File: config.mk
export PLATFORM = sky130hd
export DESIGN_NAME = sequence_reorder_gap_request
export DESIGN_NICKNAME = d
export VERILOG_FILES = /design/src/rtl/core/srgr_pkg.sv /design/src/rtl/core/srgr_dp.sv /design/src/rtl/core/srgr_ctrl.sv /design/src/rtl/core/sequence_reorder_gap_request.sv
export SDC_FILE = /design/constraint.sdc
export NUM_CORES = 2
export LEC_CHECK = 0
export BUFFER_PORTS_ARGS = -buffer_cell sky130_fd_sc_hd__buf_2
export CORE_MARGIN = 2
export CORE_UTILIZATION = 43
export DETAILED_ROUTE_END_ITERATION = 10
export PLACE_DENSITY = 0.65
export RECOVER_POWER = 100
export SYNTH_ARGS = -nofsm -noshare
export SYNTH_HDL_FRONTEND = slang
export SYNTH_SLANG_ARGS = --single-unit
File: constraint.sdc
create_clock -name clk -period 9.9 [get_ports clk]
set_input_delay 0 -clock clk [delete_from_list [all_inputs] [get_ports clk]]
set_output_delay 0 -clock clk [all_outputs]
set_load 0.005 [all_outputs]
File: src/rtl/core/srgr_pkg.sv
`timescale 1ns / 1ps

package srgr_pkg;

    // Default sizes handed to the top level parameters.
    localparam int unsigned WINDOW_DEF      = 32;
    localparam int unsigned HANDLE_BITS_DEF = 16;

    localparam logic [63:0] START_SEQ_RESET = 64'd1;
    localparam logic [15:0] GAP_CAP         = 16'hFFFE;

    // Request type codes of an input item.
    localparam logic [1:0] REQ_MSG       = 2'd0;
    localparam logic [1:0] REQ_HEARTBEAT = 2'd1;
    localparam logic [1:0] REQ_END       = 2'd2;

    // Result kind codes.
    localparam logic [1:0] KIND_MSG    = 2'd0;
    localparam logic [1:0] KIND_GAP    = 2'd1;
    localparam logic [1:0] KIND_STATUS = 2'd2;

    typedef enum logic [2:0] {
        EMIT_NONE,
        EMIT_REL_IN,
        EMIT_REL_SLOT,
        EMIT_GAP,
        EMIT_STATUS
    } emit_sel_t;

    typedef struct packed {
        logic      load;
        logic      latch_sess;
        logic      flag_sess;
        logic      flag_end;
        logic      flag_stale;
        logic      flag_over;
        logic      park;
        logic      advance;
        logic      clear_head;
        logic      req_clear_chk;
        logic      scan_start;
        logic      scan_next;
        logic      nxt_from_seq;
        logic      nxt_from_scan;
        logic      req_eval;
        logic      req_issue;
        emit_sel_t emit;
    } srgr_cmd_t;

    typedef struct packed {
        logic type_bad;
        logic is_msg;
        logic is_end;
        logic sess_seen;
        logic sess_match;
        logic seq_lt;
        logic seq_eq;
        logic place_ok;
        logic place_free;
        logic head_valid;
        logic pend;
        logic out_free;
        logic scan_hit;
        logic scan_done;
        logic req_needed;
    } srgr_status_t;

endpackage

File: src/rtl/core/srgr_dp.sv
`timescale 1ns / 1ps

module srgr_dp
    import srgr_pkg::*;
#(
    parameter int unsigned WINDOW      = WINDOW_DEF,
    parameter int unsigned HANDLE_BITS = HANDLE_BITS_DEF
)
(
    input  logic                   clk,
    input  logic                   rst_n,
    input  logic                   cfg_wr_en,
    input  logic [63:0]            cfg_wr_data,
    input  logic [1:0]             req_type,
    input  logic [15:0]            session_hi,
    input  logic [63:0]            session_lo,
    input  logic [63:0]            seq_num,
    input  logic [HANDLE_BITS-1:0] payload_handle,
    input  logic                   packet_end,
    input  srgr_cmd_t              cmd,
    output srgr_status_t           st,
    output logic                   out_valid,
    input  logic                   out_ready,
    output logic [1:0]             out_kind,
    output logic [63:0]            out_seq,
    output logic [HANDLE_BITS-1:0] out_handle,
    output logic [15:0]            gap_count,
    output logic                   stale_flag,
    output logic                   session_error,
    output logic                   window_overflow,
    output logic                   session_ended,
    output logic                   last_result
);

    localparam int unsigned IW       = (WINDOW > 1) ? $clog2(WINDOW) : 1;
    localparam logic [IW:0]   WIN_W  = (IW + 1)'(WINDOW);
    localparam logic [IW-1:0] LAST_K = IW'(WINDOW - 1);
    localparam logic [63:0]   WIN64  = 64'(WINDOW);

    // Sequencing state.
    logic [63:0]       exp_reg;
    logic [IW-1:0]     head_reg;
    logic [WINDOW-1:0] valid_reg;
    logic              seen_reg;
    logic [15:0]       lat_hi_reg;
    logic [63:0]       lat_lo_reg;
    logic [63:0]       rq_first_reg;
    logic [63:0]       rq_last_reg;
    logic              f_stale_reg;
    logic              f_sess_reg;
    logic              f_over_reg;
    logic              f_end_reg;
    logic [IW-1:0]     k_reg;
    logic              need_reg;
    logic              out_valid_reg;

    // Item payload and working values.
    logic [1:0]             type_reg;
    logic [15:0]            shi_reg;
    logic [63:0]            slo_reg;
    logic [63:0]            seq_reg;
    logic [HANDLE_BITS-1:0] hnd_reg;
    logic                   pend_reg;
    logic [63:0]            d_reg;
    logic [63:0]            nxt_reg;
    logic [63:0]            gap_reg;
    logic [HANDLE_BITS-1:0] rd_q_reg;

    logic [1:0]             kind_reg;
    logic [63:0]            oseq_reg;
    logic [HANDLE_BITS-1:0] ohnd_reg;
    logic [15:0]            ogap_reg;
    logic                   olast_reg;
    logic                   ostale_reg;
    logic                   osess_reg;
    logic                   oover_reg;
    logic                   oend_reg;

    logic [HANDLE_BITS-1:0] handle_mem [WINDOW];

    logic [IW:0]   place_sum;
    logic [IW-1:0] place_idx;
    logic [IW:0]   scan_sum;
    logic [IW-1:0] scan_idx;
    logic [IW-1:0] head_next;
    logic [15:0]   count;
    logic          out_free;

    always_comb
    begin
        place_sum = {1'b0, head_reg} + {1'b0, d_reg[IW-1:0]};
        place_idx = (place_sum >= WIN_W) ? IW'(place_sum - WIN_W) : place_sum[IW-1:0];
        scan_sum  = {1'b0, head_reg} + {1'b0, k_reg};
        scan_idx  = (scan_sum >= WIN_W) ? IW'(scan_sum - WIN_W) : scan_sum[IW-1:0];
        head_next = (head_reg == LAST_K) ? '0 : head_reg + 1'b1;
        count     = (gap_reg < 64'(GAP_CAP)) ? gap_reg[15:0] : GAP_CAP;
        out_free  = !out_valid_reg || out_ready;
    end

    always_comb
    begin
        st.type_bad   = (type_reg != REQ_MSG) && (type_reg != REQ_HEARTBEAT)
                        && (type_reg != REQ_END);
        st.is_msg     = (type_reg == REQ_MSG);
        st.is_end     = (type_reg == REQ_END);
        st.sess_seen  = seen_reg;
        st.sess_match = (shi_reg == lat_hi_reg) && (slo_reg == lat_lo_reg);
        st.seq_lt     = seq_reg < exp_reg;
        st.seq_eq     = seq_reg == exp_reg;
        st.place_ok   = d_reg < WIN64;
        st.place_free = !valid_reg[place_idx];
        st.head_valid = valid_reg[head_reg];
        st.pend       = pend_reg;
        st.out_free   = out_free;
        st.scan_hit   = valid_reg[scan_idx];
        st.scan_done  = (k_reg == LAST_K);
        st.req_needed = need_reg;
    end

    always_ff @(posedge clk or negedge rst_n)
    begin
        if (!rst_n)
        begin
            exp_reg       <= START_SEQ_RESET;
            head_reg      <= '0;
            valid_reg     <= '0;
            seen_reg      <= 1'b0;
            lat_hi_reg    <= '0;
            lat_lo_reg    <= '0;
            rq_first_reg  <= '0;
            rq_last_reg   <= '0;
            f_stale_reg   <= 1'b0;
            f_sess_reg    <= 1'b0;
            f_over_reg    <= 1'b0;
            f_end_reg     <= 1'b0;
            k_reg         <= '0;
            need_reg      <= 1'b0;
            out_valid_reg <= 1'b0;
        end
        else
        begin
            if (cfg_wr_en)
            begin
                // Loads the expected sequence; clears window, session, requests.
                exp_reg      <= cfg_wr_data;
                head_reg     <= '0;
                valid_reg    <= '0;
                seen_reg     <= 1'b0;
                lat_hi_reg   <= '0;
                lat_lo_reg   <= '0;
                rq_first_reg <= '0;
                rq_last_reg  <= '0;
            end
            else
            begin
                if (cmd.latch_sess)
                begin
                    seen_reg   <= 1'b1;
                    lat_hi_reg <= shi_reg;
                    lat_lo_reg <= slo_reg;
                end
                if (cmd.park)
                begin
                    valid_reg[place_idx] <= 1'b1;
                end
                if (cmd.clear_head)
                begin
                    valid_reg[head_reg] <= 1'b0;
                end
                if (cmd.advance)
                begin
                    exp_reg  <= exp_reg + 64'd1;
                    head_reg <= head_next;
                end
                if (cmd.req_clear_chk && (rq_last_reg < exp_reg))
                begin
                    rq_first_reg <= '0;
                    rq_last_reg  <= '0;
                end
                if (cmd.req_issue)
                begin
                    rq_first_reg <= exp_reg;
                    rq_last_reg  <= exp_reg + 64'(count) - 64'd1;
                end
            end

            if (cmd.load)
            begin
                f_stale_reg <= 1'b0;
                f_sess_reg  <= 1'b0;
                f_over_reg  <= 1'b0;
                f_end_reg   <= 1'b0;
            end
            else
            begin
                if (cmd.flag_stale) f_stale_reg <= 1'b1;
                if (cmd.flag_sess)  f_sess_reg  <= 1'b1;
                if (cmd.flag_over)  f_over_reg  <= 1'b1;
                if (cmd.flag_end)   f_end_reg   <= 1'b1;
            end

            if (cmd.scan_start)
            begin
                k_reg <= IW'(1);
            end
            else if (cmd.scan_next)
            begin
                k_reg <= k_reg + 1'b1;
            end

            if (cmd.req_eval)
            begin
                need_reg <= (nxt_reg > exp_reg)
                            && !((rq_first_reg == exp_reg)
                                 && (rq_last_reg >= nxt_reg - 64'd1));
            end

            if (cmd.emit != EMIT_NONE)
            begin
                out_valid_reg <= 1'b1;
            end
            else if (out_ready)
            begin
                out_valid_reg <= 1'b0;
            end
        end
    end

    always_ff @(posedge clk)
    begin
        if (cmd.load)
        begin
            type_reg <= req_type;
            shi_reg  <= session_hi;
            slo_reg  <= session_lo;
            seq_reg  <= seq_num;
            hnd_reg  <= payload_handle;
            pend_reg <= packet_end;
        end
        d_reg <= seq_reg - exp_reg;
        if (cmd.nxt_from_seq)
        begin
            nxt_reg <= seq_reg;
        end
        else if (cmd.nxt_from_scan)
        begin
            nxt_reg <= exp_reg + 64'(k_reg);
        end
        if (cmd.req_eval)
        begin
            gap_reg <= nxt_reg - exp_reg;
        end
        if (cmd.park)
        begin
            handle_mem[place_idx] <= hnd_reg;
        end
        rd_q_reg <= handle_mem[head_reg];

        if (cmd.emit != EMIT_NONE)
        begin
            ostale_reg <= f_stale_reg;
            osess_reg  <= f_sess_reg;
            oover_reg  <= f_over_reg;
            oend_reg   <= f_end_reg;
            case (cmd.emit)
                EMIT_REL_IN:
                begin
                    kind_reg  <= KIND_MSG;
                    oseq_reg  <= exp_reg;
                    ohnd_reg  <= hnd_reg;
                    ogap_reg  <= '0;
                    olast_reg <= 1'b0;
                end
                EMIT_REL_SLOT:
                begin
                    kind_reg  <= KIND_MSG;
                    oseq_reg  <= exp_reg;
                    ohnd_reg  <= rd_q_reg;
                    ogap_reg  <= '0;
                    olast_reg <= 1'b0;
                end
                EMIT_GAP:
                begin
                    kind_reg  <= KIND_GAP;
                    oseq_reg  <= exp_reg;
                    ohnd_reg  <= '0;
                    ogap_reg  <= count;
                    olast_reg <= 1'b0;
                end
                default:
                begin
                    kind_reg  <= KIND_STATUS;
                    oseq_reg  <= '0;
                    ohnd_reg  <= '0;
                    ogap_reg  <= '0;
                    olast_reg <= 1'b1;
                end
            endcase
        end
    end

    assign out_valid       = out_valid_reg;
    assign out_kind        = kind_reg;
    assign out_seq         = oseq_reg;
    assign out_handle      = ohnd_reg;
    assign gap_count       = ogap_reg;
    assign stale_flag      = ostale_reg;
    assign session_error   = osess_reg;
    assign window_overflow = oover_reg;
    assign session_ended   = oend_reg;
    assign last_result     = olast_reg;

endmodule

File: src/rtl/core/srgr_ctrl.sv
`timescale 1ns / 1ps

module srgr_ctrl
    import srgr_pkg::*;
(
    input  logic         clk,
    input  logic         rst_n,
    input  logic         in_valid,
    output logic         in_ready,
    input  srgr_status_t st,
    output srgr_cmd_t    cmd
);

    typedef enum logic [3:0] {
        S_IDLE,
        S_CLASSIFY,
        S_RELEASE,
        S_DRAIN_RD,
        S_DRAIN,
        S_PLACE,
        S_PEND,
        S_SCAN,
        S_REQ_A,
        S_REQ_B,
        S_STATUS
    } state_t;

    state_t state_reg;
    state_t state_next;

    always_ff @(posedge clk or negedge rst_n)
    begin
        if (!rst_n)
        begin
            state_reg <= S_IDLE;
        end
        else
        begin
            state_reg <= state_next;
        end
    end

    assign in_ready = (state_reg == S_IDLE);

    always_comb
    begin
        cmd        = '0;
        state_next = state_reg;
        case (state_reg)
            S_IDLE:
            begin
                if (in_valid)
                begin
                    cmd.load   = 1'b1;
                    state_next = S_CLASSIFY;
                end
            end
            S_CLASSIFY:
            begin
                if (st.type_bad)
                begin
                    state_next = S_STATUS;
                end
                else if (st.sess_seen && !st.sess_match)
                begin
                    cmd.flag_sess = 1'b1;
                    state_next    = S_STATUS;
                end
                else
                begin
                    cmd.latch_sess = !st.sess_seen;
                    if (!st.is_msg)
                    begin
                        cmd.flag_end     = st.is_end;
                        cmd.nxt_from_seq = 1'b1;
                        state_next       = S_REQ_A;
                    end
                    else if (st.seq_lt)
                    begin
                        cmd.flag_stale = 1'b1;
                        state_next     = S_PEND;
                    end
                    else if (st.seq_eq)
                    begin
                        state_next = S_RELEASE;
                    end
                    else
                    begin
                        state_next = S_PLACE;
                    end
                end
            end
            S_RELEASE:
            begin
                if (st.out_free)
                begin
                    cmd.emit    = EMIT_REL_IN;
                    cmd.advance = 1'b1;
                    state_next  = S_DRAIN_RD;
                end
            end
            S_DRAIN_RD:
            begin
                state_next = S_DRAIN;
            end
            S_DRAIN:
            begin
                if (st.head_valid)
                begin
                    if (st.out_free)
                    begin
                        cmd.emit       = EMIT_REL_SLOT;
                        cmd.clear_head = 1'b1;
                        cmd.advance    = 1'b1;
                        state_next     = S_DRAIN_RD;
                    end
                end
                else
                begin
                    cmd.req_clear_chk = 1'b1;
                    state_next        = S_PEND;
                end
            end
            S_PLACE:
            begin
                if (!st.place_ok)
                begin
                    cmd.flag_over = 1'b1;
                end
                else if (st.place_free)
                begin
                    cmd.park = 1'b1;
                end
                state_next = S_PEND;
            end
            S_PEND:
            begin
                if (st.pend)
                begin
                    cmd.scan_start = 1'b1;
                    state_next     = S_SCAN;
                end
                else
                begin
                    state_next = S_STATUS;
                end
            end
            S_SCAN:
            begin
                if (st.scan_hit)
                begin
                    cmd.nxt_from_scan = 1'b1;
                    state_next        = S_REQ_A;
                end
                else if (st.scan_done)
                begin
                    state_next = S_STATUS;
                end
                else
                begin
                    cmd.scan_next = 1'b1;
                end
            end
            S_REQ_A:
            begin
                cmd.req_eval = 1'b1;
                state_next   = S_REQ_B;
            end
            S_REQ_B:
            begin
                if (!st.req_needed)
                begin
                    state_next = S_STATUS;
                end
                else if (st.out_free)
                begin
                    cmd.emit      = EMIT_GAP;
                    cmd.req_issue = 1'b1;
                    state_next    = S_STATUS;
                end
            end
            S_STATUS:
            begin
                if (st.out_free)
                begin
                    cmd.emit   = EMIT_STATUS;
                    state_next = S_IDLE;
                end
            end
            default:
            begin
                state_next = S_IDLE;
            end
        endcase
    end

endmodule

File: src/rtl/core/sequence_reorder_gap_request.sv
`timescale 1ns / 1ps

// Sequence reorder and gap request stage for a sequenced multicast feed. Each input item is a
// message, a heartbeat or an end-of-session event; the first item fixes the session and items
// from any other session are answered with a status result carrying session_error. A message at
// the expected sequence is released at once and is followed by any contiguous successors parked
// in a reorder window of WINDOW slots, each slot holding only the payload handle; earlier
// sequences are dropped as stale and sequences WINDOW or more ahead are dropped as overflow.
// On a heartbeat, an end event, or a message with packet_end set and a parked successor, a
// retransmit request for the missing range is issued, capped at 65534 sequences and suppressed
// when an earlier request already covers it. Every item ends with exactly one status result,
// marked by last_result. Items are handled one at a time: the input reopens on the edge that
// issues an item's status result. Each drained slot passes through a read state first
// because the handle memory has a registered read port, and packet_end adds a scan of the
// slot valid bits at one slot per cycle. Any cycle in which the output register is still
// held by the receiver stalls the item further. A write to start_sequence resets the
// expected sequence, the window, the session and the request range; the user must make it
// only while the block is idle, which the block itself does not enforce.
module sequence_reorder_gap_request
    import srgr_pkg::*;
#(
    parameter int unsigned WINDOW      = WINDOW_DEF,
    parameter int unsigned HANDLE_BITS = HANDLE_BITS_DEF
)
(
    input  logic                   clk,
    input  logic                   rst_n,
    input  logic                   cfg_wr_en,
    input  logic [63:0]            cfg_wr_data,
    input  logic                   in_valid,
    output logic                   in_ready,
    input  logic [1:0]             req_type,
    input  logic [15:0]            session_hi,
    input  logic [63:0]            session_lo,
    input  logic [63:0]            seq_num,
    input  logic [HANDLE_BITS-1:0] payload_handle,
    input  logic                   packet_end,
    output logic                   out_valid,
    input  logic                   out_ready,
    output logic [1:0]             out_kind,
    output logic [63:0]            out_seq,
    output logic [HANDLE_BITS-1:0] out_handle,
    output logic [15:0]            gap_count,
    output logic                   stale_flag,
    output logic                   session_error,
    output logic                   window_overflow,
    output logic                   session_ended,
    output logic                   last_result
);

    srgr_cmd_t    cmd;
    srgr_status_t st;

    // The controller sequences each item; the datapath holds the window and the output register.
    srgr_ctrl u_ctrl (
        .clk      (clk),
        .rst_n    (rst_n),
        .in_valid (in_valid),
        .in_ready (in_ready),
        .st       (st),
        .cmd      (cmd)
    );

    srgr_dp #(
        .WINDOW      (WINDOW),
        .HANDLE_BITS (HANDLE_BITS)
    ) u_dp (
        .clk             (clk),
        .rst_n           (rst_n),
        .cfg_wr_en       (cfg_wr_en),
        .cfg_wr_data     (cfg_wr_data),
        .req_type        (req_type),
        .session_hi      (session_hi),
        .session_lo      (session_lo),
        .seq_num         (seq_num),
        .payload_handle  (payload_handle),
        .packet_end      (packet_end),
        .cmd             (cmd),
        .st              (st),
        .out_valid       (out_valid),
        .out_ready       (out_ready),
        .out_kind        (out_kind),
        .out_seq         (out_seq),
        .out_handle      (out_handle),
        .gap_count       (gap_count),
        .stale_flag      (stale_flag),
        .session_error   (session_error),
        .window_overflow (window_overflow),
        .session_ended   (session_ended),
        .last_result     (last_result)
    );

    // Only one item is in flight, so an accepted item closes the input until its status is out.
    a_one_item: assert property (@(posedge clk) disable iff (!rst_n)
        (in_valid && in_ready) |=> !in_ready)
        else $error("input accepted again while an item is in flight");

    // A status result is always the last result of its item, and nothing else is.
    a_status_last: assert property (@(posedge clk) disable iff (!rst_n)
        out_valid |-> ((out_kind == KIND_STATUS) == last_result))
        else $error("last_result does not match a status result");

    // A gap request asks for at least one and at most the capped number of sequences.
    a_gap_range: assert property (@(posedge clk) disable iff (!rst_n)
        (out_valid && (out_kind == KIND_GAP)) |-> ((gap_count != 16'd0) && (gap_count <= GAP_CAP)))
        else $error("gap request count out of range");

    // The input reopens only once the status result has been placed in the output register.
    a_reopen: assert property (@(posedge clk) disable iff (!rst_n)
        (!in_ready ##1 in_ready) |-> (out_valid && (out_kind == KIND_STATUS)))
        else $error("input reopened without a status result");

endmodule
==> Flow_metrics.wiki <==
{| class="wikitable"
! Metric !! Value
|-
| Count of port buffers added during placement || 336
|-
| Via count || 49.7k
|-
| Resize count post-CTS || 0
|-
| Power density of the placed cells || 215 nW/um2
|-
| Vias per inst || 5.94
|-
| Net switching power || 5.58 mW
|-
| Critical path, cell by cell || clkinv_1 > nor2_1 > nand3_1 > nor2_1 > clkbuf_1 > buf_4 > nand3_1 > mux2i_1 > a221o_1
|-
| Clk_lat worst skew || 800 ps
|-
| Register share of total power || 42.5%
|-
| Violations in the final reports || capacitance limit, slew limit
|-
| WL/cell || 26.3 um
|-
| Iteration count of the initial detailed-routing pass || 6
|-
| Total clock buffers created by CTS || 142
|-
| Number of antenna violations at the first check in global routing || 16
|-
| Count of antenna-violating nets left after detailed routing || 0
|-
| Largest area contributor in the synthesized netlist || edfxtp_1
|-
| Drt drc || 0
|-
| Dominant cells by area after synthesis || edfxtp_1 (40%), dfrtp_1 (12%), ha_1 (7.5%)
|-
| Max incr delay on CP || 2500 ps
|-
| EDFF count, synth || 905
|-
| Max-slew headroom at the worst pin || -194%
|-
| Syn Nets || 6074
|-
| Min-Delay Path Class || in2reg
|-
| Post-synth top area share || 40.5%
|-
| #FFs+latches synth || 1310
|-
| Worst ir drop on vdd || 0.251 mV
|-
| Row count || 144
|-
| Primary flip-flop cell chosen by synthesis mapping || edfxtp_1
|-
| Setup TNS Final || 0 ps
|-
| Detail Placement HPWL || 155000 um
|-
| Number of flip-flops under the largest register name || 512
|-
| Final Hold Vio Count || 0
|-
| Required @ worst endpoint || 10590 ps
|-
| Area of the core || 155000 um2
|-
| Setup Fix Bufs, Post-CTS || 0
|-
| Synthesized area || 67100 um2
|-
| TritonCTS clock tree || done
|-
| Syn Inst Count || 5435
|-
| Proportion of synthesized chip area in sequential cells || 55.0%
|-
| Hold-fix buffers at CTS || 472
|-
| Static power due to leakage || 31.1 nW
|-
| Violation count after the first detailed-route iteration || 5720
|-
| Unrepaired setup endpoints after global routing || false
|-
| Int Pwr || 11.7 mW
|-
| Combined global-route utilization of all metal layers || 27.3%
|-
| Nets@finish || 6837
|-
| Die height || 399 um
|-
| Largest net degree at the start of global routing || 145
|-
| Total number of H-tree levels || 4
|-
| Critical path start-end classification || reg2reg
|-
| Layout area overhead || 19.7%
|-
| Sort of element at the start of the critical path || flip-flop
|-
| Distinct cell type count of the synthesized netlist || 91
|-
| Top fanout value on the critical path || 57
|-
| Sum of routed wire length over all layers || 220000 um
|-
| Clock skew after layout || 68.0 ps
|-
| Sum of overflow across all layers after global routing || 0
|-
| Finished Cell Area || 80300 um2
|-
| Wire length of the first global-routing pass || 323000 um
|-
| Critical path endpoint category || flip-flop
|-
| Clock power frac || 32.3%
|-
| Share of final-layout standard cells stronger than drive strength 1 || 11.0%
|-
| Clock-pin transition on the worst setup and hold timing paths || 60 ps
|-
| Share of synthesized registers carrying an async set or reset || 24.8%
|-
| Shortest clock period the worst path allows after layout || 7750 ps
|-
| Period Utilization, post-route || 78.3%
|-
| Cell at the root of the clock tree || clkbuf_16
|-
| Yosys Warn Count || 0
|-
| Number of pins exceeding their max-slew limit in the final report || 1644
|-
| I/O pin count || 337
|-
| Outcome || complete, but fails checks
|-
| Data arrival time at the worst-slack endpoint || 8450 ps
|-
| Routability Congestion || 0.989
|-
| Chip Width || 399 um
|-
| Area enclosed by the die boundary || 159000 um2
|-
| Initial core utilization || 43.4%
|-
| Area after detailed placement || 71100 um2
|-
| Slowest stage cell, crit path || nor2_1
|-
| Total of max-cap violations || 37
|-
| Transition at the pin with the smallest max-transition slack || 4400 ps
|-
| Number of failing setup endpoints in the final timing report || 0
|-
| Max clock buf depth || 3
|-
| Gate power share || 25.1%
|-
| Number of global-route vias before repair || 49.6k
|-
| Highest clock rate || 129 MHz
|-
| Setup slack of the worst register-to-register path || 2150 ps
|-
| Net switching fraction of the power || 32.3%
|-
| CTS sink count || 1310
|-
| Mean post-synth cell area || 12.4 um2
|-
| Biggest register || u_dp.handle_mem
|}
[final cells by class]
| cell class | instances | area (um2) |
|---|---|---|
| multi-input cells | 3694 | 28600 |
| repair buffers | 880 | 6670 |
| clock inverters | 73 | 970 |
| inverters | 170 | 638 |
| diodes | 10 | 25.0 |
| well taps | 2044 | 2560 |
| fillers | 13200 | 74200 |
| clock buffers | 191 | 3960 |
| flip-flops and latches | 1310 | 36900 |
[synthesized netlist by cell type, drive strengths merged (72+ instances only)]
cell and instances:
o21a 72, o21ai 199, ha 401, nand2 279, nor4 87, dfxtp 80, a21oi 339, a21o 178
xnor2 361, a22o 217, mux4 154, nand3 75, inv 169, nand4 145, nor2 382, nor3 88
clkbuf 224, xor2 147, edfxtp 905, dfrtp 324
[power groups by stage]
stage	combinational [mW]	clock [mW]	sequential (mW)
global placement	4.13	0	7.36
CTS	4.33	5.65	7.27
finish	4.34	5.57	7.34
global route	4.72	5.89	7.39
floorplan	2.83	0	7.23
detailed placement	4.15	0	7.38
[worst paths after layout]
check                                           startpoint                                to  depth (start not counted)
min                                        cfg_wr_data[12]      u_dp.exp_reg[12]$_DFFE_PN0P_                          4
max reg2reg                u_ctrl.state_reg[0]$_DFFE_PN0P_  u_dp.rq_last_reg[61]$_DFFE_PN0P_                          9
max in group asynchronous                            rst_n  u_dp.rq_last_reg[59]$_DFFE_PN0P_                          5
max                        u_ctrl.state_reg[0]$_DFFE_PN0P_  u_dp.rq_last_reg[61]$_DFFE_PN0P_                          9
min reg2reg                    u_dp.f_sess_reg$_DFFE_PN0P_      u_dp.session_error$_DFFE_PP_                          0
min in group asynchronous                            rst_n       u_dp.exp_reg[0]$_DFFE_PN1P_                          3
[through the flow]
| stage | setup slack [ps] | hold WS [ps] | instances | utilization (%) | total power, mW |
|---|---|---|---|---|---|
| after floorplan | 893 | -296 | 5435 | - | 10.1 |
| after global placement | 3540 | 44.8 | 7626 | 46.0 | 11.5 |
| after detailed placement | 3480 | 41.9 | 7626 | 46.0 | 11.5 |
| after CTS | 3410 | 0.298 | 8362 | 52.3 | 17.2 |
| after global routing | 1730 | 41.9 | 8369 | 52.0 | 18.0 |
| final | 2150 | 47.7 | 8372 | 52.0 | 17.2 |
[layout by cell type (no fill, tap or decap), types with 198 or more instances in the layout]
master	netlist	layout
edfxtp_1	905	905
a22o_1	217	217
o21ai_0	197	198
dlygate4sd3_1	0	471
buf_2	10	249
dfrtp_1	324	322
a21oi_1	339	339
ha_1	401	401
nand2_1	279	279
nor2_1	381	380
xnor2_1	361	361
[layer usage]
layer / vias to the layer above / track usage, % / routed length (um)
met1: 24900 / 36.5 / 89600
met3: 465 / 4.46 / 16300
met4: 6 / 12.7 / 11300
li1: 22100 / - / -
met5: - / 0 / 36
met2: 2225 / 43.8 / 103000
[worst max-delay path: cells and delay by family (launching register included)]
family | cells | cell delay (ps)
and+or+nand+nor | 4 | 3890
buffers and inverters | 3 | 2910
DFF | 1 | 510
muxes | 1 | 160
AOI/OAI and AO/OA | 1 | 120
[logic make-up (layout without fill, tap and decap cells)]
logic type | Yosys count | after routing | share of synthesized area [%]
compound gates | 1296 | 1296 | 13.1
xor+xnor | 508 | 508 | 6.63
fa+ha+maj | 407 | 407 | 7.65
buf+inv | 431 | 1314 | 2.45
flops | 1310 | 1310 | 55.0
mux | 167 | 167 | 5.36
other cells | 0 | 10 | 0
simple gates | 1316 | 1316 | 9.82
Power figures use the tool's default switching activity.
